<file path="src/hw/rtl/qpr_pkg.sv">
// Shared types, widths and helpers for the quaternion product/rotation unit.
// No dependencies.
`default_nettype none

package qpr_pkg;

  // Q16.16 format
  localparam int unsigned FRAC  = 16;
  localparam int unsigned Q_W   = 32;
  // 32-bit operand times 33-bit operand (conjugate needs one extra bit)
  localparam int unsigned OPB_W = Q_W + 1;
  localparam int unsigned MUL_W = Q_W + OPB_W;
  // shifted term, then four-term sum
  localparam int unsigned TERM_W = MUL_W - FRAC;
  localparam int unsigned SUM_W  = TERM_W + 2;

  // quaternion component slots
  localparam int C_W = 0;
  localparam int C_X = 1;
  localparam int C_Y = 2;
  localparam int C_Z = 3;

  // request commands
  localparam logic CMD_PROD = 1'b0;
  localparam logic CMD_ROT  = 1'b1;

  typedef logic signed [Q_W-1:0]   q32_t;
  typedef logic signed [OPB_W-1:0] q33_t;
  typedef logic signed [MUL_W-1:0] mul_t;
  typedef logic signed [SUM_W-1:0] sum_t;

  typedef struct packed {
    logic cmd;
    q32_t a_w;
    q32_t a_x;
    q32_t a_y;
    q32_t a_z;
    q32_t b_w;
    q32_t b_x;
    q32_t b_y;
    q32_t b_z;
  } req_t;

  typedef struct packed {
    q32_t r_w;
    q32_t r_x;
    q32_t r_y;
    q32_t r_z;
  } rsp_t;

  localparam sum_t SAT_HI = sum_t'(32'sh7FFF_FFFF);
  localparam sum_t SAT_LO = sum_t'(32'sh8000_0000);

  // product truncated toward minus infinity, widened for summing
  function automatic sum_t fterm(mul_t p);
    mul_t sh;
    sh = p >>> FRAC;
    return sh[SUM_W-1:0];
  endfunction

  function automatic q32_t sat32(sum_t s);
    sum_t c;
    if (s > SAT_HI) begin
      c = SAT_HI;
    end else if (s < SAT_LO) begin
      c = SAT_LO;
    end else begin
      c = s;
    end
    return c[Q_W-1:0];
  endfunction

endpackage

`default_nettype wire

</file>
<file path="src/hw/rtl/qpr_sum_stage.sv">
// Sum stage: Hamilton combination of shifted products, saturate, register.
// Optional bypass loads a ready result instead. Depends on qpr_pkg.
`default_nettype none

module qpr_sum_stage import qpr_pkg::*; (
  input  wire logic clk_i,
  input  wire logic en_i,
  input  wire mul_t prod_i [4][4],
  input  wire logic byp_en_i,
  input  wire q32_t byp_i [4],
  output q32_t      r_o [4]
);

  sum_t t [4][4];
  sum_t s [4];
  q32_t r_q [4];

  always_comb begin
    for (int i = 0; i < 4; i++) begin
      for (int j = 0; j < 4; j++) begin
        t[i][j] = fterm(prod_i[i][j]);
      end
    end
    s[C_W] = t[C_W][C_W] - t[C_X][C_X] - t[C_Y][C_Y] - t[C_Z][C_Z];
    s[C_X] = t[C_W][C_X] + t[C_X][C_W] + t[C_Y][C_Z] - t[C_Z][C_Y];
    s[C_Y] = t[C_W][C_Y] + t[C_Y][C_W] + t[C_Z][C_X] - t[C_X][C_Z];
    s[C_Z] = t[C_W][C_Z] + t[C_Z][C_W] + t[C_X][C_Y] - t[C_Y][C_X];
  end

  always_ff @(posedge clk_i) begin
    if (en_i) begin
      for (int k = 0; k < 4; k++) begin
        r_q[k] <= byp_en_i ? byp_i[k] : sat32(s[k]);
      end
    end
  end

  assign r_o = r_q;

endmodule

`default_nettype wire

</file>
<file path="config.mk">
export PLATFORM = sky130hd
export DESIGN_NAME = qpr_sum_stage
export DESIGN_NICKNAME = d
export VERILOG_FILES = /design/src/hw/rtl/qpr_pkg.sv /design/src/hw/rtl/qpr_sum_stage.sv
export SDC_FILE = /design/constraint.sdc
export NUM_CORES = 1
export LEC_CHECK = 0
export ABC_AREA = 1
export BUFFER_PORTS_ARGS = -buffer_cell sky130_fd_sc_hd__buf_2
export CAP_MARGIN = 15
export CORE_AREA = 5 5 503 505
export DETAILED_ROUTE_END_ITERATION = 8
export DIE_AREA = 0 0 508 510
export PLACE_DENSITY = 0.3
export SYNTH_ARGS = -nofsm -noshare
export SYNTH_HDL_FRONTEND = slang
export SYNTH_SLANG_ARGS = --single-unit
</file>
<file path="constraint.sdc">
create_clock -name clk_i -period 4.85 [get_ports clk_i]
set_input_delay 0.2425 -clock clk_i [delete_from_list [all_inputs] [get_ports clk_i]]
set_output_delay 0.2425 -clock clk_i [all_outputs]
set_load 0.01 [all_outputs]
</file>
# After elaboration in Yosys (flattened, before gate mapping)
# Cells that the tools add are included.
# word_totals
reg_bits	128
inputBits	1171
out_inout_bits	128
word_cells	36
# op_classes
addsub	12
n_lt_le_gt_ge	8
n_mux	12
# ops
cell	n
2-to-1 mux 32 bit	12
greater-than comparator 51 x 32 -> 1 bit, second input constant	4
< comparator 51 x 32 -> 1 bit, second input constant	4
subtractor 51 x 49 -> 51 bit	4
adder 50 x 49 -> 51 bit	3
adder 49 x 49 -> 50 bit	3
subtractor 50 x 49 -> 51 bit	1
subtractor 49 x 49 -> 50 bit	1

# Depth between registers and ports, before layout
# Gate-level depths: netlist of the first run.
# depth
word_depth	7
ltp_mapped	29
depth_no_buf	28

# Worst setup path before layout of the first run
# OpenSTA, ideal clock, no wires.
# synth_timing
kind	input -> register
from	in prod_i[82] (netlist bit)
to	reg r_q, in the netlist r_o[66], data pin
setup_time_ns	0.253
arrival_time_ns	3.481
required_ns	4.597
slack_ns	1.116
stages	27
path_buffers	1
path_cell_list	inv_1 -> fa_1 -> fa_1 -> ha_1 -> inv_1 -> fa_1 -> inv_1 -> nand3_1 -> nand3_1 -> nand2_1 -> nand2_1 -> nand2_1 -> nand2_1 -> nand2_1 -> nand3_1 -> nand2_1 -> nor2_1 -> nand2_1 -> nor2_1 -> nand3_1 -> nor2_1 -> nand2_1 -> nand2_2 -> buf_6 -> nand2_1 -> nand2_1 -> nand2_1
# synth_via
elab_chain_len	5
elab_cells_between_ends	6
classes_between	1 x add/sub; 2 x order compare; 3 x mux
# synth_rtl
element	line_no	text
start, declared	qpr_sum_stage.sv:8	input wire mul_t prod_i [4][4],
subtractor 51 x 49 -> 51 bit (*)	qpr_sum_stage.sv:25	s[C_X] = t[C_W][C_X] + t[C_X][C_W] + t[C_Y][C_Z] - t[C_Z][C_Y];
< comparator 51 x 32 -> 1 bit	qpr_pkg.sv:65	end else if (s < SAT_LO) begin
2-to-1 mux 32 bit	qpr_pkg.sv:65	
2-to-1 mux 32 bit (*)	qpr_pkg.sv:63	if (s > SAT_HI) begin
2-to-1 mux 32 bit (*)	qpr_sum_stage.sv:33	r_q[k] <= byp_en_i ? byp_i[k] : sat32(s[k]);
end signal, assigned by index	qpr_sum_stage.sv:33	
end, declared	qpr_sum_stage.sv:16	q32_t r_q [4];
# Every way passes the cells marked *; elsewhere a longest branch is shown, timed or not.
# A chain may end at the register's enable or synchronous reset.

# Worst setup path after layout of the first run
# layout_timing
from	in prod_i[155] (netlist bit)
to	reg r_q, in the netlist r_o[40], data pin
# layout_via
elab_chain_len	6
elab_cells_between_ends	7
classes_between	2 x add/sub; 2 x order compare; 3 x mux
# layout_rtl
element	line_no	text
adder 50 x 49 -> 51 bit (*)	qpr_sum_stage.sv:26	s[C_Y] = t[C_W][C_Y] + t[C_Y][C_W] + t[C_Z][C_X] - t[C_X][C_Z];
subtractor 51 x 49 -> 51 bit (*)	qpr_sum_stage.sv:26	
< comparator 51 x 32 -> 1 bit	qpr_pkg.sv:65	
2-to-1 mux 32 bit	qpr_pkg.sv:65	
2-to-1 mux 32 bit (*)	qpr_pkg.sv:63	
2-to-1 mux 32 bit (*)	qpr_sum_stage.sv:33	
# Marked as above.

==> impl_metrics.env, run 1 <==
export IMPL_slew_viol_final=0
export IMPL_drc_errors=0
export IMPL_place_ws_ns=-0.0436
export IMPL_p_sw_mw=11.6
export IMPL_slowest_stage="fa_1"
export IMPL_ir_worst_vdd_mv=0.324
export IMPL_synth_top_cells_by_count="nand2_1 (1,970), inv_1 (1,788), nor2_1 (482)"
export IMPL_io_buffers=1042
export IMPL_ioPinCount=1299
export IMPL_critical_path_buf_inv_count=6
export IMPL_pwr_share_comb_pct=82.8
export IMPL_worst_ep_required_time_ns=5.12
export IMPL_totalPowerFinal_mw=19.4
export IMPL_grt_total_usage_pct=15.3
export IMPL_grt_setup_unrepaired="no"
export IMPL_synth_ff_type="edfxtp_1"
export IMPL_largest_reg_flops=128
export IMPL_arrival_ns=4.62
export IMPL_wl_per_cell_um=19.4
export IMPL_grt_max_degree=81
export IMPL_dp_hpwl_mm=188
export IMPL_drive_above_1_share_pct=18.5
export IMPL_syn_cell_area_um2=35600
export IMPL_timing_setup_tns_ns=0
export IMPL_p_leak_nw=28.1
export IMPL_h_tree_depth=4
export IMPL_timing_final_crit_share_pct=89.7
export IMPL_post_place_cells=10329
export IMPL_cts_buffers=17
export IMPL_period_needed_ns=4.35
export IMPL_min_path_type="in -> reg"
export IMPL_max_freq_mhz=230
export IMPL_yosysSeqAreaShare_pct=10.8
export IMPL_fin_cells=10468
export IMPL_ctsHoldBuffers=84
export IMPL_cts_root_buf="clkbuf_16"
export IMPL_cts_resized=0
export IMPL_place_congestion=0.912
export IMPL_clk_pin_slew_ns=0.07
export IMPL_critPathMaxFanout=31
export IMPL_final_antenna_net_count=0
export IMPL_synth_largest_area_cell="fa_1"
export IMPL_drt_total_wl_mm=203
export IMPL_ys_seq_elements=128
export IMPL_setup_slack_ns=0.498
export IMPL_grt_pass1_vias=41270
export IMPL_cts_tree="done"
export IMPL_ys_async_sr_fraction_pct=0
export IMPL_syn_num_nets=7636
export IMPL_grt_pass1_wl_mm=285
export IMPL_synth_cell_types=42
export IMPL_cap_viol_max_count=0
export IMPL_syn_area_per_cell_um2=6.07
export IMPL_ys_warn_count=0
export IMPL_worstSetupEndpointType="register"
export IMPL_die_area_um2=259000
export IMPL_crit_path_frequent_cell="nand2_1"
export IMPL_tightest_slew_ns=0.887
export IMPL_synth_area_leaders="fa_1 (22%), nand2_1 (21%), inv_1 (19%)"
export IMPL_area_growth_pct=33.0
export IMPL_netSwitchingFraction_pct=59.7
export IMPL_synth_top_area_share_pct=22.2
export IMPL_intPower_mw=7.82
export IMPL_viasPerCell=3.67
export IMPL_p_seq_share_pct=9.6
export IMPL_worstSetupStartpointType="primary input"
export IMPL_die_y_um=510
export IMPL_synth_edf_count=128
export IMPL_cp_top_family="simple AND/OR/NAND/NOR gates"
export IMPL_max_stage_delay_ns=0.53
export IMPL_grt_overflow_total=0
export IMPL_design_core_area_um2=248000
export IMPL_max_slew_margin_pct=40.9
export IMPL_run_status="finished, final reports clean"
export IMPL_antenna_found_initial=67
export IMPL_via_count=38380
export IMPL_cts_buffer_depth=2
export IMPL_power_density_nw_per_um2=410
export IMPL_fin_util_pct=19.1
export IMPL_yosysMostFrequentCell="nand2_1"
export IMPL_clockPowerShare_pct=7.6
export IMPL_cts_sinks=128
export IMPL_syn_inst=5868
export IMPL_dr_pass1_iters=6
export IMPL_cts_setup_buffers=0
export IMPL_setup_violations_final=0
export IMPL_hold_viol=0
export IMPL_drt_initial_drc_count=1770
export IMPL_rows=183
export IMPL_start_util_pct=14.4
export IMPL_worstSetupPathType="in -> reg"
export IMPL_die_x_um=508
export IMPL_final_nets=8870
-- area by class of cell --
cell class | instances | area, um^2
timing repair buffer | 1267 | 7300
sequential | 128 | 3840
antenna | 23 | 57.6
fill | 29223 | 200000
multi-input combinational | 3851 | 24500
tap | 3330 | 4170
inverter | 1837 | 6900
clock buffer | 17 | 425
clock inverter | 15 | 166
-- layout by cell type (no fill, tap or decap), drive strengths merged, types with 2 or more instances in the layout --
cell         instances
nand4               79
nor2               499
buf               1182
inv               1838
nor4                 2
diode               23
o21a                 3
and2                12
nor3                44
o21ai               77
and3                 2
clkinv              10
a21o                 5
edfxtp             128
a21oi              197
clkbuf              18
dlygate4sd3         84
a31oi                8
clkinvlp             3
ha                 201
o21bai              28
fa                 396
a21boi               2
nand3              160
xor2                89
nand3b              14
nand2             1993
xnor2               37
-- worst min-delay path, cell delays in order --
cell and delay (ns):
buf_2 0.13, nand2_1 0.07, nand2_1 0.06
-- routing by layer --
metal  track usage (%)  part of all wire [%]  routed length (um)  up-vias
li1                  -                     -                   -    19342
met1              19.7                    45               91600    17869
met2              27.0                    48               98000      962
met3              3.05                   5.4               10900      149
met4              2.04                   1.3                2550       58
met5                 0                  0.17                 339        -
-- final timing paths --
kind                        to         from  cells past startpoint
worst max-delay path   r_o[40]  prod_i[155]                     25
worst min-delay path  r_o[121]   byp_i[121]                      3
-- power groups by stage --
stage | registers (mW) | clock network (mW) | logic [mW]
global route | 1.91 | 1.60 | 18.1
finish | 1.86 | 1.47 | 16.1
detailed placement | 1.91 | 0 | 16.3
global placement | 1.92 | 0 | 16.4
CTS | 1.89 | 1.60 | 16.5
floorplan | 1.92 | 0 | 9.28
-- logic make-up after synthesis --
kind of cell / synth area share [%]
compound gates: 4.83
xor+xnor: 3.10
fa+ha+maj: 29.3
buf+inv: 20.3
flops: 10.8
simple gates: 31.6
-- per-stage QoR --
step                cell area, um^2  hold slack, ns
finish                        47400          0.0758
global route                  47400          0.0522
CTS                           47300         0.00348
detailed placement            45900           0.520
global placement              45900           0.521
floorplan                     35600           0.355
(Power assumes the default switching activity.)
==> inputs of run 2 (changes only) <==
--- a/config.mk
+++ b/config.mk
@@ -8,10 +8,12 @@
 export ABC_AREA = 1
 export BUFFER_PORTS_ARGS = -buffer_cell sky130_fd_sc_hd__buf_2
 export CAP_MARGIN = 15
-export CORE_AREA = 5 5 503 505
+export CELL_PAD_IN_SITES_DETAIL_PLACEMENT = 0
+export CELL_PAD_IN_SITES_GLOBAL_PLACEMENT = 2
+export CORE_AREA = 5 5 504 506
 export DETAILED_ROUTE_END_ITERATION = 8
-export DIE_AREA = 0 0 508 510
-export PLACE_DENSITY = 0.3
+export DIE_AREA = 0 0 509 511
+export PLACE_DENSITY = 0.47
 export SYNTH_ARGS = -nofsm -noshare
 export SYNTH_HDL_FRONTEND = slang
 export SYNTH_SLANG_ARGS = --single-unit
==> constraint.sdc (replaced) <==
create_clock -name clk_i -period 4.39 [get_ports clk_i]
set_input_delay 0.2195 -clock clk_i [delete_from_list [all_inputs] [get_ports clk_i]]
set_output_delay 0.2195 -clock clk_i [all_outputs]
set_load 0.01 [all_outputs]
==> run 2 against run 1 <==
  * Hold slack got worse by 0.013 ns
  * Total power increased by 23%
  * Non-clock buffer count increased by 465
  * Critical path type unchanged
  * Critical endpoint is now r_o[56]
  * Largest cell class unchanged
  * Highest routed layer unchanged
==> impl_metrics.env, run 2 (synthesis gave the netlist of run 1 again) <==
export IMPL_fin_util_pct=20.4
export IMPL_min_path_cells=3
export IMPL_cp_top_family="simple AND/OR/NAND/NOR gates"
export IMPL_power_density_nw_per_um2=470
export IMPL_tightest_slew_ns=0.882
export IMPL_critPathMaxFanout=10
export IMPL_min_from="byp_i[22]"
export IMPL_critical_path_buf_inv_count=5
export IMPL_start_util_pct=14.3
export IMPL_run_status="finished, final reports clean"
export IMPL_worstSetupPathType="in -> reg"
export IMPL_rows=184
export IMPL_cts_buffers=17
export IMPL_cap_viol_max_count=0
export IMPL_design_core_area_um2=250000
export IMPL_cts_tree="done"
export IMPL_stdcell_area_um2=51000
export IMPL_grt_total_usage_pct=15.8
export IMPL_worst_ep_required_time_ns=4.59
export IMPL_slew_viol_final=0
export IMPL_grt_pass1_wl_mm=298
export IMPL_timing_final_crit_share_pct=96.5
export IMPL_mostFrequentLayoutCells="nand2_1 (1,967), inv_1 (1,787), buf_2 (1,040), buf_4 (596), nor2_1 (477)"
export IMPL_area_growth_pct=43.1
export IMPL_min_path_type="in -> reg"
export IMPL_ir_worst_vdd_mv=0.337
export IMPL_max_freq_mhz=236
export IMPL_drive_above_1_share_pct=23.8
export IMPL_final_nets=9335
export IMPL_cts_buffer_depth=2
export IMPL_worstSetupStartpointType="primary input"
export IMPL_dp_hpwl_mm=194
export IMPL_cts_setup_buffers=0
export IMPL_largest_reg_flops=128
export IMPL_io_buffers=1042
export IMPL_max_slew_margin_pct=41.2
export IMPL_grt_max_degree=85
export IMPL_final_antenna_net_count=0
export IMPL_die_area_um2=260000
export IMPL_p_leak_nw=30.4
export IMPL_via_count=39615
export IMPL_final_common_cell="nand2_1"
export IMPL_ioPinCount=1299
export IMPL_cts_root_buf="clkbuf_16"
export IMPL_clk_pin_slew_ns=0.08
export IMPL_dpl_cell_area_um2=49600
export IMPL_n_fill_cell=29436
export IMPL_antenna_found_initial=52
export IMPL_wl_per_cell_um=19.3
export IMPL_drt_total_wl_mm=211
export IMPL_die_x_um=509
export IMPL_drt_initial_drc_count=1913
export IMPL_max_stage_delay_ns=0.55
export IMPL_viasPerCell=3.62
export IMPL_setup_violations_final=0
export IMPL_hold_viol=0
export IMPL_grt_pass1_vias=42201
export IMPL_period_needed_ns=4.24
export IMPL_drc_errors=0
export IMPL_holdPathEnd="r_o[22]"
export IMPL_cts_sinks=128
export IMPL_grt_overflow_total=0
export IMPL_dr_pass1_iters=6
export IMPL_slowest_stage="fa_1"
export IMPL_die_y_um=511
export IMPL_crit_path_frequent_cell="nand2_1"
export IMPL_h_tree_depth=4
export IMPL_arrival_ns=4.44
export IMPL_worstSetupEndpointType="register"
export IMPL_place_congestion=0.877
==> run 2: changes by cell type in the layout (fill, tap and decap cells not counted), moves of 4 or more <==
| cell | previous run | this run |
|---|---|---|
| buf_12 | 14 | 19 |
| diode_2 | 23 | 6 |
| dlygate4sd3_1 | 84 | 75 |
| buf_4 | 127 | 596 |
| nor2_2 | 15 | 19 |
| nor2_1 | 482 | 477 |
==> run 2: stage by stage <==
stage                     power, mW  hold slack, ns  setup WS [ns]  instances  setup TNS [ns]
final                          24.0          0.0628          0.152      10934               0
after global routing           26.7          0.0386        -0.0137      10931         -0.0137
after CTS                      24.6         0.00502          0.118      10928               0
after detailed placement       22.6           0.495         -0.492      10821          -35.69
after global placement         22.7           0.498         -0.489      10821          -40.96
after floorplan                12.4           0.332          0.679       5868               0
==> run 2: worst max path at each step <==
stage,startpoint,slack [ns],depth (start not counted),endpoint
after floorplan,prod_i[82],0.68,27,r_o[66]
after global placement,prod_i[159],-0.49,24,r_o[52]
after detailed placement,prod_i[159],-0.49,24,r_o[48]
after CTS,prod_i[159],0.12,24,r_o[56]
after global routing,prod_i[159],-0.01,29,r_o[56]
final,prod_i[147],0.15,26,r_o[56]
==> run 2: repair_timing <==
item	in CTS	in global routing
hold endpoints to repair	75	0
resized for setup	0	18
endpoints found under the setup margin	0	77
hold buffers	75	0
==> run 2: area by class of cell <==
cell class | instances | area [um^2] | area share [%]
well taps | 3348 | 4190 | 8.21
clock buffers | 17 | 425 | 0.834
multi-input cells | 3851 | 24600 | 48.3
clock inverters | 15 | 183 | 0.358
flip-flops and latches | 128 | 3840 | 7.54
diodes | 6 | 15.0 | 0.0294
repair buffers | 1732 | 10800 | 21.2
inverters | 1837 | 6900 | 13.5
==> run 2: power by group <==
part           total, mW  switching, mW  internal, mW
Clock               1.71          0.812         0.900
Combinational       20.2           12.4          7.86
Sequential          2.01          0.183          1.83
==> run 2: per-layer routing <==
metal | up-vias | GRT usage [%] | share of wire [%]
met5 | - | 0 | 0.064
met4 | 20 | 1.65 | 1.0
met3 | 125 | 2.81 | 5.3
met2 | 957 | 27.1 | 47
met1 | 18259 | 21.4 | 47
li1 | 20254 | - | -
